File: config.mk
export PLATFORM = sky130hd
export DESIGN_NAME = dede_ctrl
export DESIGN_NICKNAME = d
export VERILOG_FILES = /design/src/rtl/core/dede_pkg.sv /design/src/rtl/core/dede_ctrl.sv
export SDC_FILE = /design/constraint.sdc
export NUM_CORES = 1
export LEC_CHECK = 0
export ABC_AREA = 1
export ABC_CLOCK_PERIOD_IN_PS = 1400
export BUFFER_PORTS_ARGS = -buffer_cell sky130_fd_sc_hd__buf_4
export CORE_AREA = 2 2 39 41
export DETAILED_ROUTE_END_ITERATION = 10
export DIE_AREA = 0 0 41 43
export PLACE_DENSITY = 0.56
export SLEW_MARGIN = 10
export SYNTH_ARGS = -nofsm -noshare
export SYNTH_HDL_FRONTEND = slang
export SYNTH_SLANG_ARGS = --single-unit
File: constraint.sdc
create_clock -name clk -period 1.4 [get_ports clk]
set_input_delay 0.42 -clock clk [delete_from_list [all_inputs] [get_ports clk]]
set_output_delay 0.42 -clock clk [all_outputs]
set_load 0.02 [all_outputs]
File: src/rtl/core/dede_pkg.sv
`timescale 1ns / 1ps
`default_nettype none

package dede_pkg;

    localparam int DICT_ENTRIES = 256;
    localparam int CHAR_W       = 8;
    localparam int INDEX_W      = 8;
    localparam int LEN_W        = 4;
    localparam int KIND_W       = 2;

    localparam logic [CHAR_W-1:0] NEWLINE_CHAR = 8'd10;
    localparam logic [CHAR_W-1:0] ESCAPE_RESET = 8'd32;

    typedef enum logic [KIND_W-1:0] {
        KIND_LOAD = 2'd0,
        KIND_BYTE = 2'd1,
        KIND_EOR  = 2'd2
    } dede_kind_t;

    // controller -> datapath
    typedef struct packed {
        logic load_wr;     // write dictionary char and length
        logic lookup;      // read length and first pattern char
        logic step;        // emit current pattern char, fetch next
        logic sel_newline; // single result is a newline, not the literal
        logic capture;     // hold the single result char
        logic emit_in;     // emit single result straight from the input
        logic emit_held;   // emit the held single result
    } dede_cmd_t;

    // datapath -> controller
    typedef struct packed {
        logic out_free;
        logic empty_entry;
        logic final_char;
        logic escape_match;
    } dede_status_t;

endpackage

`default_nettype wire

File: src/rtl/core/dede_ctrl.sv
`timescale 1ns / 1ps
`default_nettype none

module dede_ctrl (
    input  wire                        clk,
    input  wire                        rst_n,
    input  wire                        s_tvalid,
    output logic                       s_tready,
    input  wire  [1:0]                 kind,
    input  dede_pkg::dede_status_t     status,
    output dede_pkg::dede_cmd_t        cmd
);
    import dede_pkg::*;

    typedef enum logic [1:0] {
        ST_IDLE,
        ST_SINGLE,
        ST_EXPAND
    } state_t;

    state_t state_reg;
    state_t state_next;
    logic   pend_reg;
    logic   pend_next;
    logic   accept;

    assign accept = s_tvalid && s_tready;

    always_comb
    begin
        state_next = state_reg;
        pend_next  = pend_reg;
        s_tready   = 1'b0;
        cmd        = '0;
        case (state_reg)
            ST_IDLE:
            begin
                s_tready = 1'b1;
                if (s_tvalid)
                begin
                    case (dede_kind_t'(kind))
                        KIND_LOAD:
                        begin
                            cmd.load_wr = 1'b1;
                        end
                        KIND_BYTE:
                        begin
                            if (pend_reg)
                            begin
                                pend_next   = 1'b0;
                                cmd.capture = 1'b1;
                                if (status.out_free)
                                    cmd.emit_in = 1'b1;
                                else
                                    state_next = ST_SINGLE;
                            end
                            else if (status.escape_match)
                            begin
                                pend_next = 1'b1;
                            end
                            else
                            begin
                                cmd.lookup = 1'b1;
                                state_next = ST_EXPAND;
                            end
                        end
                        KIND_EOR:
                        begin
                            pend_next       = 1'b0;
                            cmd.sel_newline = 1'b1;
                            cmd.capture     = 1'b1;
                            if (status.out_free)
                                cmd.emit_in = 1'b1;
                            else
                                state_next = ST_SINGLE;
                        end
                        default:
                        begin
                            // unused kind: drop
                        end
                    endcase
                end
            end
            ST_SINGLE:
            begin
                if (status.out_free)
                begin
                    cmd.emit_held = 1'b1;
                    state_next    = ST_IDLE;
                end
            end
            ST_EXPAND:
            begin
                if (status.empty_entry)
                begin
                    state_next = ST_IDLE;
                end
                else if (status.out_free)
                begin
                    cmd.step = 1'b1;
                    if (status.final_char)
                        state_next = ST_IDLE;
                end
            end
            default:
            begin
                state_next = ST_IDLE;
            end
        endcase
    end

    always_ff @(posedge clk or negedge rst_n)
    begin
        if (!rst_n)
        begin
            state_reg <= ST_IDLE;
            pend_reg  <= 1'b0;
        end
        else
        begin
            state_reg <= state_next;
            pend_reg  <= pend_next;
        end
    end

    a_step_needs_room: assert property (@(posedge clk) disable iff (!rst_n)
        (cmd.step || cmd.emit_in || cmd.emit_held) |-> status.out_free)
        else $error("result issued while output register is full");

    a_busy_blocks_input: assert property (@(posedge clk) disable iff (!rst_n)
        (state_reg != ST_IDLE) |-> !s_tready)
        else $error("input ready while expanding or holding a result");

    a_escape_sets_pend: assert property (@(posedge clk) disable iff (!rst_n)
        (accept && kind == KIND_BYTE && !pend_reg && status.escape_match) |=> pend_reg)
        else $error("escape byte did not set pending escape");

endmodule

`default_nettype wire

Word level (Yosys, flattened, before mapping)
Cells that the tools add are included.

Eq/ne operators: 10. Reductions and logical operators: 5. Muxes and demuxes: 29.

Operator list (number): 2-to-1 mux 2 bit (11); 2-to-1 mux 1 bit (12); case mux 2 bit (2 select lines) (2); 2-to-1 mux 3 bit (2); inequality test 3 bit, second input constant (2); case mux 2 bit (3 select lines) (1); AND reduction 6 bit (1); == test 2 x 1 -> 1 bit, second input constant (2); == test 2 bit, second input constant (2); zero test 2 bit (2); inequality test 2 bit, second input constant (2); inequality test 4 bit, second input constant (1); inequality test 3 x 1 -> 1 bit, second input constant (1); AND reduction 3 bit (1); case mux 1 bit (2 select lines) (1); nonzero test 2 bit (1).

Register bits after elaboration: 3. Logic and storage cells: 46. Output and inout port bits: 8.

Depth between registers and ports, before layout
Gate-level depths: netlist of run 1.

Word-level depth: 5. Gate-level depth with buffers: 8.

Worst setup path before layout of run 1
OpenSTA, ideal clock, no wires.

Path type: register -> output. Start: register state_reg[1]. End: output cmd[5] (netlist name). Cell stages (with the launch flop): 4. Slack: -0.379 ns. Arrival: 1.359 ns. Buffers on the path: 0. Path through: dfrtp_1 > nor2_4 > nand2_1 > nor4_1.

RTL lines: start: declaration (RTL line dede_ctrl.sv:21) `state_t state_reg;`; start signal: assignment (RTL line dede_ctrl.sv:121) `state_reg <= state_next;`; end: declaration (RTL line dede_ctrl.sv:11) `output dede_pkg::dede_cmd_t cmd`.

==> results of run 1 <==
[synth_stat cells (all sizes together)]
master / count
nor4: 1
nor3: 3
nor2: 11
nand3: 6
o21ai: 1
ha: 5
inv: 12
dfrtp: 3
nand2: 11
a21oi: 2
[final timing paths]
check / startpoint / end / slack, ns / depth (start not counted)
setup reg to reg: state_reg[0] / state_reg[0] / 0.11 / 9
setup / recovery: state_reg[0] / cmd[5] / -0.27 / 4
min in group asynchronous: rst_n / state_reg[0] / 0.51 / 2
max in group asynchronous: rst_n / state_reg[1] / 0.80 / 2
hold reg to reg: pend_reg / pend_reg / 0.64 / 2
hold / removal: status[3] / state_reg[0] / 0.45 / 4
[critical path: stages, from the launching register on]
cell	delay (ns)
sky130_fd_sc_hd__dfrtp_1	0.41
sky130_fd_sc_hd__nor2_4	0.21
sky130_fd_sc_hd__nand2_2	0.08
sky130_fd_sc_hd__nor4_4	0.13
sky130_fd_sc_hd__buf_4	0.18
[cells by family (layout without fill, tap and decap cells)]
| group | count (synthesis) | in the layout |
|---|---|---|
| adder cells (fa/ha/maj) | 5 | 5 |
| flip-flops | 3 | 3 |
| AO/OA/AOI/OAI | 3 | 3 |
| buffers and inverters | 12 | 45 |
| AND/OR/NAND/NOR | 32 | 32 |
[layout make-up]
type / count / area share (%)
clock buffers: 4 / 3.42
repair buffers: 29 / 34.0
flip-flops and latches: 3 / 9.77
inverters: 12 / 9.12
multi-input cells: 40 / 41.0
well taps: 16 / 2.61
[per-stage QoR]
step | setup WS, ns | power (mW) | hold slack (ns) | util (%) | cells
after floorplan | -0.102 | 0.444 | 0.124 | - | 55
after global placement | -0.307 | 0.675 | 0.211 | 45.0 | 95
after detailed placement | -0.314 | 0.675 | 0.212 | 45.0 | 95
after CTS | -0.256 | 0.952 | 0.451 | 52.2 | 103
after global routing | -0.307 | 1.09 | 0.474 | 55.5 | 104
final | -0.266 | 1.01 | 0.454 | 55.5 | 104
[report_power, final]
group | switching (mW) | internal, mW | leakage (nW) | total, mW
logic | 0.326 | 0.348 | 0.326 | 0.674
clock network | 0.0498 | 0.107 | 0.0150 | 0.157
registers | 0.0550 | 0.121 | 0.0396 | 0.176
[repair_timing]
action / 4_1_cts / 5_1_grt
setup buffers: 4 / 3
pin swaps: 3 / 4
hold buffers: 1 / 0
gates cloned: 0 / 0
endpoints found under the setup margin: 8 / 8
resized for setup: 11 / 12
hold endpoints to repair: 3 / 0
[routing by layer]
layer	track usage (%)	wire, um
met3	1.57	44
met2	25.3	595
met4	12.0	9
met1	11.9	341
met5	0	0
==> flow_summary.json, run 1 <==
{
  "slew_headroom_pct": 83.6,
  "timing.critical_path.to_type": "output port",
  "route.detailed.wl_per_inst_um": 9.53,
  "timing.critical_path.required_ns": 0.98,
  "power_density_nw_per_um2": 1310,
  "layout_common_cells": "sky130_fd_sc_hd__buf_4 (17), sky130_fd_sc_hd__buf_6 (11), sky130_fd_sc_hd__nand2_1 (10)",
  "largest_register_ffs": 2,
  "netlist_top_cells_area": "sky130_fd_sc_hd__dfrtp_1 (21%), sky130_fd_sc_hd__ha_1 (18%), sky130_fd_sc_hd__nand2_1 (12%)",
  "avg_synthesized_cell_area_um2": 6.44,
  "synth_simple_gate_area_share_pct": 44.2,
  "tritoncts_sink_count": 3,
  "insertion_delay_ns": 0.24,
  "worstSetupPathType": "reg -> out",
  "grt_setup_unrepaired": "true",
  "fmax_mhz": 600,
  "netlist-cell-type-count": 14,
  "post_synthesis_net_count": 69,
  "number_of_nets_with_antenna_violations_after_routing": 0,
  "synthCells": 55,
  "design.core.area_um2": 1380,
  "grt_overflow_total": 0,
  "first_global_vias": 459,
  "finalWeightedCongestion": 0.727,
  "nets": 103,
  "grt.total_usage_pct": 14.0,
  "global_route_wire_length_before_repair_mm": 1.62,
  "postPlaceCellArea_um2": 623,
  "synth_warnings": 0,
  "leakagePower_nw": 0.381,
  "final.setup.worst_slack_ns": -0.266,
  "timing.final.hold_violations": 0,
  "drive_above_1_share_pct": 55.7,
  "worst_hold_path_type": "in -> reg",
  "dominant_combinational_cell_family_by_area_after_synthesis": "simple AND/OR/NAND/NOR gates",
  "timing.setup.tns_ns": -1.71,
  "multi_input_area_um2": 315,
  "crit_path_dat_ns": 1.25,
  "finalInstanceArea_um2": 768,
  "chipHeight_um": 43,
  "violations": "setup timing",
  "maximum_fanout_along_the_worst_path": 4,
  "clock_tree.htree_level_count": 1,
  "ctsLongestPathBuffers": 2,
  "dp.final_hpwl_um": 734,
  "dieArea_um2": 1760,
  "number_of_antenna_violations_at_the_first_check_in_global_routing": 0,
  "dr.first_iter.drc_count": 7,
  "final.fill_count": 141,
  "maxCapViolCount": 0,
  "drtPass1Iterations": 4,
  "report.final.setup_viol": 8,
  "clk_transition_reported_paths_ns": 0.04,
  "synth_area_um2": 354,
  "mostFrequentLayoutCell": "sky130_fd_sc_hd__buf_4",
  "report.final.slew_viol_count": 0,
  "max_slew.worst_pin.slew_ns": 0.245,
  "largest_net_degree_at_the_start_of_global_routing": 6,
  "x_dimension_of_the_die_um": 41,
  "ys_seq_elements": 3,
  "synth_compound_area_share_pct": 4.24,
  "synth_top_cell_area_share_pct": 21.2,
  "std_cell_rows": 14,
  "worst_clock_skew_ns": 0.00139,
  "initial_core_util_pct": 25.6,
  "crit_path_start_kind": "flop",
  "tritoncts_clock_tree": "done",
  "synthXorXnorAreaFrac_pct": 0,
  "num_io_pins": 17,
  "num_vias": 454,
  "synth_mux_area_share_pct": 0,
  "post-synth-top-area-cell": "sky130_fd_sc_hd__dfrtp_1",
  "yosys.area_share.adder_pct": 17.7,
  "postRouteWirelength_um": 991,
  "outcome": "finished, violations left",
  "yosysSeqAreaShare_pct": 21.2,
  "layout.area.seq_um2": 75.1,
  "ctsRootBufferMaster": "sky130_fd_sc_hd__clkbuf_4",
  "power.ir.vdd_worst_uv": 597,
  "layout-area-overhead-vs-synth_pct": 117,
  "tritoncts.num_buffers": 3,
  "io_buffer_count": 16,
  "final.period_utilization_pct": 119,
  "ratio_of_routed_vias_to_standard_cells": 4.37,
  "post-route-drc-count": 0,
  "time_the_final_worst_path_needs_with_i_o_delays_and_setup_ns": 1.67,
  "antenna_cells": 0
}
No activity file was read; power rests on OpenSTA's default activity.
==> inputs of run 2 (changes only) <==
- ABC_AREA: 1 -> not set
- CTS_BUF_LIST: not set -> sky130_fd_sc_hd__clkbuf_4
- PLACE_DENSITY: 0.56 -> 0.53
- SETUP_SLACK_MARGIN: not set -> 0.05
==> run 2 against run 1 <==
  * The run still ends with setup timing left
  * Global-route usage is 2.1 points lower
  * Register-to-register slack better by 0.03 ns
  * Power decreased by 39%
  * Sequential share of layout area increased by 1.9 points
  * Flip-flop and latch count is the same
  * Combinational power fell by 56%
  * Utilization fell by 8.1 points
  * Critical endpoint unchanged
==> flow_summary.json, run 2 <==
{
  "outcome": "finished, violations left",
  "violations": "setup timing",
  "ctsLongestPathBuffers": 2,
  "chipHeight_um": 43,
  "timing.critical_path.to_type": "output port",
  "worst_hold_path_type": "in -> reg",
  "report.final.slew_viol_count": 0,
  "insertion_delay_ns": 0.23,
  "tritoncts.num_buffers": 3,
  "post_synthesis_net_count": 49,
  "synth_simple_gate_area_share_pct": 35.1,
  "dp.final_hpwl_um": 633,
  "totalPowerFinal_mw": 0.614,
  "clk_transition_reported_paths_ns": 0.04,
  "synth_warnings": 0,
  "grt_overflow_total": 0,
  "route.detailed.wl_per_inst_um": 10.6,
  "mostFrequentLayoutCell": "sky130_fd_sc_hd__buf_4",
  "worst_path_dominant_cell_family": "simple AND/OR/NAND/NOR gates",
  "power.combinational.fraction_pct": 48.0,
  "net_switching_power_figure_mw": 0.214,
  "number_of_antenna_violations_at_the_first_check_in_global_routing": 0,
  "post-synth-top-area-cell": "sky130_fd_sc_hd__dfrtp_1",
  "postRouteWirelength_um": 851,
  "initial_core_util_pct": 22.7,
  "p_clk_share_pct": 27.6,
  "placement.setup.worst_slack_ns": -0.325,
  "dr.first_iter.drc_count": 1,
  "async_flop_share_pct": 100,
  "maximum_cell_stage_delay_along_the_critical_path_ns": 0.39,
  "leakagePower_nw": 0.312,
  "worstSetupPathType": "reg -> out",
  "final.setup.worst_slack_ns": -0.297,
  "std_cell_rows": 14,
  "synth_area_um2": 314,
  "largest_register_ffs": 2,
  "synth.most_common_cell": "sky130_fd_sc_hd__ha_1",
  "cell_internal_power_mw": 0.400,
  "grt_setup_unrepaired": "true",
  "drive_above_1_share_pct": 73.4,
  "ys_seq_elements": 3,
  "placed_cells": 74,
  "crit_path_dat_ns": 1.28,
  "avg_synthesized_cell_area_um2": 8.97,
  "met3_usage_pct": 4.71,
  "dieArea_um2": 1760,
  "clock_tree.htree_level_count": 1,
  "gr-usage-met2_pct": 19.4,
  "crit_path_start_kind": "flop",
  "tritoncts_sink_count": 3,
  "ctsRootBufferMaster": "sky130_fd_sc_hd__clkbuf_4",
  "time_the_final_worst_path_needs_with_i_o_delays_and_setup_ns": 1.70,
  "design.core.area_um2": 1380,
  "worst_clock_skew_ns": 0.000430,
  "yosysSeqAreaShare_pct": 23.9,
  "synth_compound_area_share_pct": 13.9,
  "finalWeightedCongestion": 0.674,
  "critPathBufInv": 1,
  "maxCapViolCount": 0,
  "report.final.setup_viol": 8,
  "synthCells": 35,
  "first_global_vias": 363,
  "power.ir.vdd_worst_uv": 278,
  "timing.final.hold_violations": 0,
  "critical_path.cell_chain": "nor2_4, nand2_2, nor4b_4, buf_4",
  "num_io_pins": 17,
  "post_layout_nonfiller_instances": 80,
  "power.share.sequential_pct": 24.4,
  "synth_common_cells": "sky130_fd_sc_hd__ha_1 (5), sky130_fd_sc_hd__nand2_1 (4), sky130_fd_sc_hd__nor2_1 (4)",
  "synthXorXnorAreaFrac_pct": 0,
  "synth_mux_area_share_pct": 4.78,
  "layout_common_cells": "sky130_fd_sc_hd__buf_4 (19), sky130_fd_sc_hd__buf_6 (5), sky130_fd_sc_hd__clkbuf_4 (4)",
  "synth_ff_type": "sky130_fd_sc_hd__dfrtp_1",
  "maximum_fanout_along_the_worst_path": 3,
  "timing.critical_path.required_ns": 0.98,
  "ratio_of_routed_vias_to_standard_cells": 4.44,
  "slew_headroom_pct": 78.8,
  "synth_top_cell_area_share_pct": 23.9,
  "tritoncts_clock_tree": "done",
  "grt.total_usage_pct": 11.9,
  "post-route-drc-count": 0,
  "synth_enable_flop_cells": 0,
  "antenna_cells": 0,
  "drtPass1Iterations": 2,
  "io_buffer_count": 16,
  "fmax_mhz": 589,
  "netlist_top_cells_area": "sky130_fd_sc_hd__dfrtp_1 (24%), sky130_fd_sc_hd__ha_1 (20%), sky130_fd_sc_hd__and3_2 (7.2%)",
  "critical_path.slowest_cell": "sky130_fd_sc_hd__dfrtp_1",
  "grt_util_met1_pct": 12.3,
  "switching_share_pct": 34.9,
  "x_dimension_of_the_die_um": 41,
  "largest_net_degree_at_the_start_of_global_routing": 8,
  "max_slew.worst_pin.slew_ns": 0.315,
  "reg2reg_setup_slack_ns": 0.14,
  "top_usage_layer": "met2",
  "yosys.area_share.adder_pct": 19.9,
  "number_of_nets_with_antenna_violations_after_routing": 0,
  "nets": 79,
  "num_vias": 355,
  "global_route_wire_length_before_repair_mm": 1.39,
  "final.period_utilization_pct": 121,
  "dominant_combinational_cell_family_by_area_after_synthesis": "simple AND/OR/NAND/NOR gates",
  "netlist-cell-type-count": 17,
  "layout-area-overhead-vs-synth_pct": 109,
  "power_density_nw_per_um2": 937
}
-- run 2: logic make-up after synthesis --
logic type,count (synthesis)
AND/OR/NAND/NOR,18
flip-flops,3
multiplexers,1
buffers and inverters,2
AO/OA/AOI/OAI,6
adder cells (fa/ha/maj),5
-- run 2: power groups by stage --
| stage | combinational (mW) | clock (mW) | sequential, mW |
|---|---|---|---|
| after floorplan | 0.130 | 0 | 0.145 |
| after global placement | 0.260 | 0 | 0.146 |
| after detailed placement | 0.259 | 0 | 0.144 |
| after CTS | 0.299 | 0.177 | 0.145 |
| after global routing | 0.319 | 0.185 | 0.155 |
| final | 0.295 | 0.169 | 0.150 |
-- run 2: final timing paths --
check / start / endpoint / depth (start not counted)
worst max-delay path: state_reg[1] / cmd[5] / 4
worst min-delay path: status[1] / state_reg[1] / 4
worst max register to register: state_reg[1] / pend_reg / 4
worst min register to register: pend_reg / pend_reg / 1
max in group asynchronous: rst_n / pend_reg / 2
min in group asynchronous: rst_n / pend_reg / 2
-- run 2: worst min-delay path: cells and delay by family --
kind                   cells  cell delay (ns)
AOI/OAI and AO/OA          1             0.07
buffers and inverters      1             0.08
and+or+nand+nor            2             0.13
-- run 2: routing by layer --
| metal | wire [um] | share of wire (%) |
|---|---|---|
| met3 | 75 | 8.8 |
| met2 | 437 | 51 |
| met5 | 0 | 0 |
| met4 | 0 | 0 |
| met1 | 338 | 40 |
-- run 2: metrics by stage --
| step | hold slack [ns] | setup TNS, ns | util [%] | cell area, um2 |
|---|---|---|---|---|
| detailed placement | 0.211 | -1.10 | 39.6 | 548 |
| global route | 0.517 | -2.00 | 47.4 | 656 |
| floorplan | 0.124 | -0.405 | - | 355 |
| global placement | 0.211 | -1.08 | 39.6 | 548 |
| finish | 0.510 | -1.57 | 47.4 | 656 |
| CTS | 0.509 | -1.84 | 47.6 | 659 |
-- run 2: final cells by class --
type	count	area, um2
fillers	129	728
well taps	16	20.0
repair buffers	25	209
clock buffers	4	30.0
multi-input cells	30	308
inverters	2	12.5
flip-flops and latches	3	76.3
-- run 2: timing repair --
| action | in CTS | in global routing |
|---|---|---|
| pin swaps | 7 | 2 |
| setup buffers | 2 | 0 |
| hold buffers | 1 | 0 |
| endpoints found under the hold margin | 3 | 0 |
| gates resized for setup | 15 | 3 |
| setup endpoints to repair | 8 | 8 |
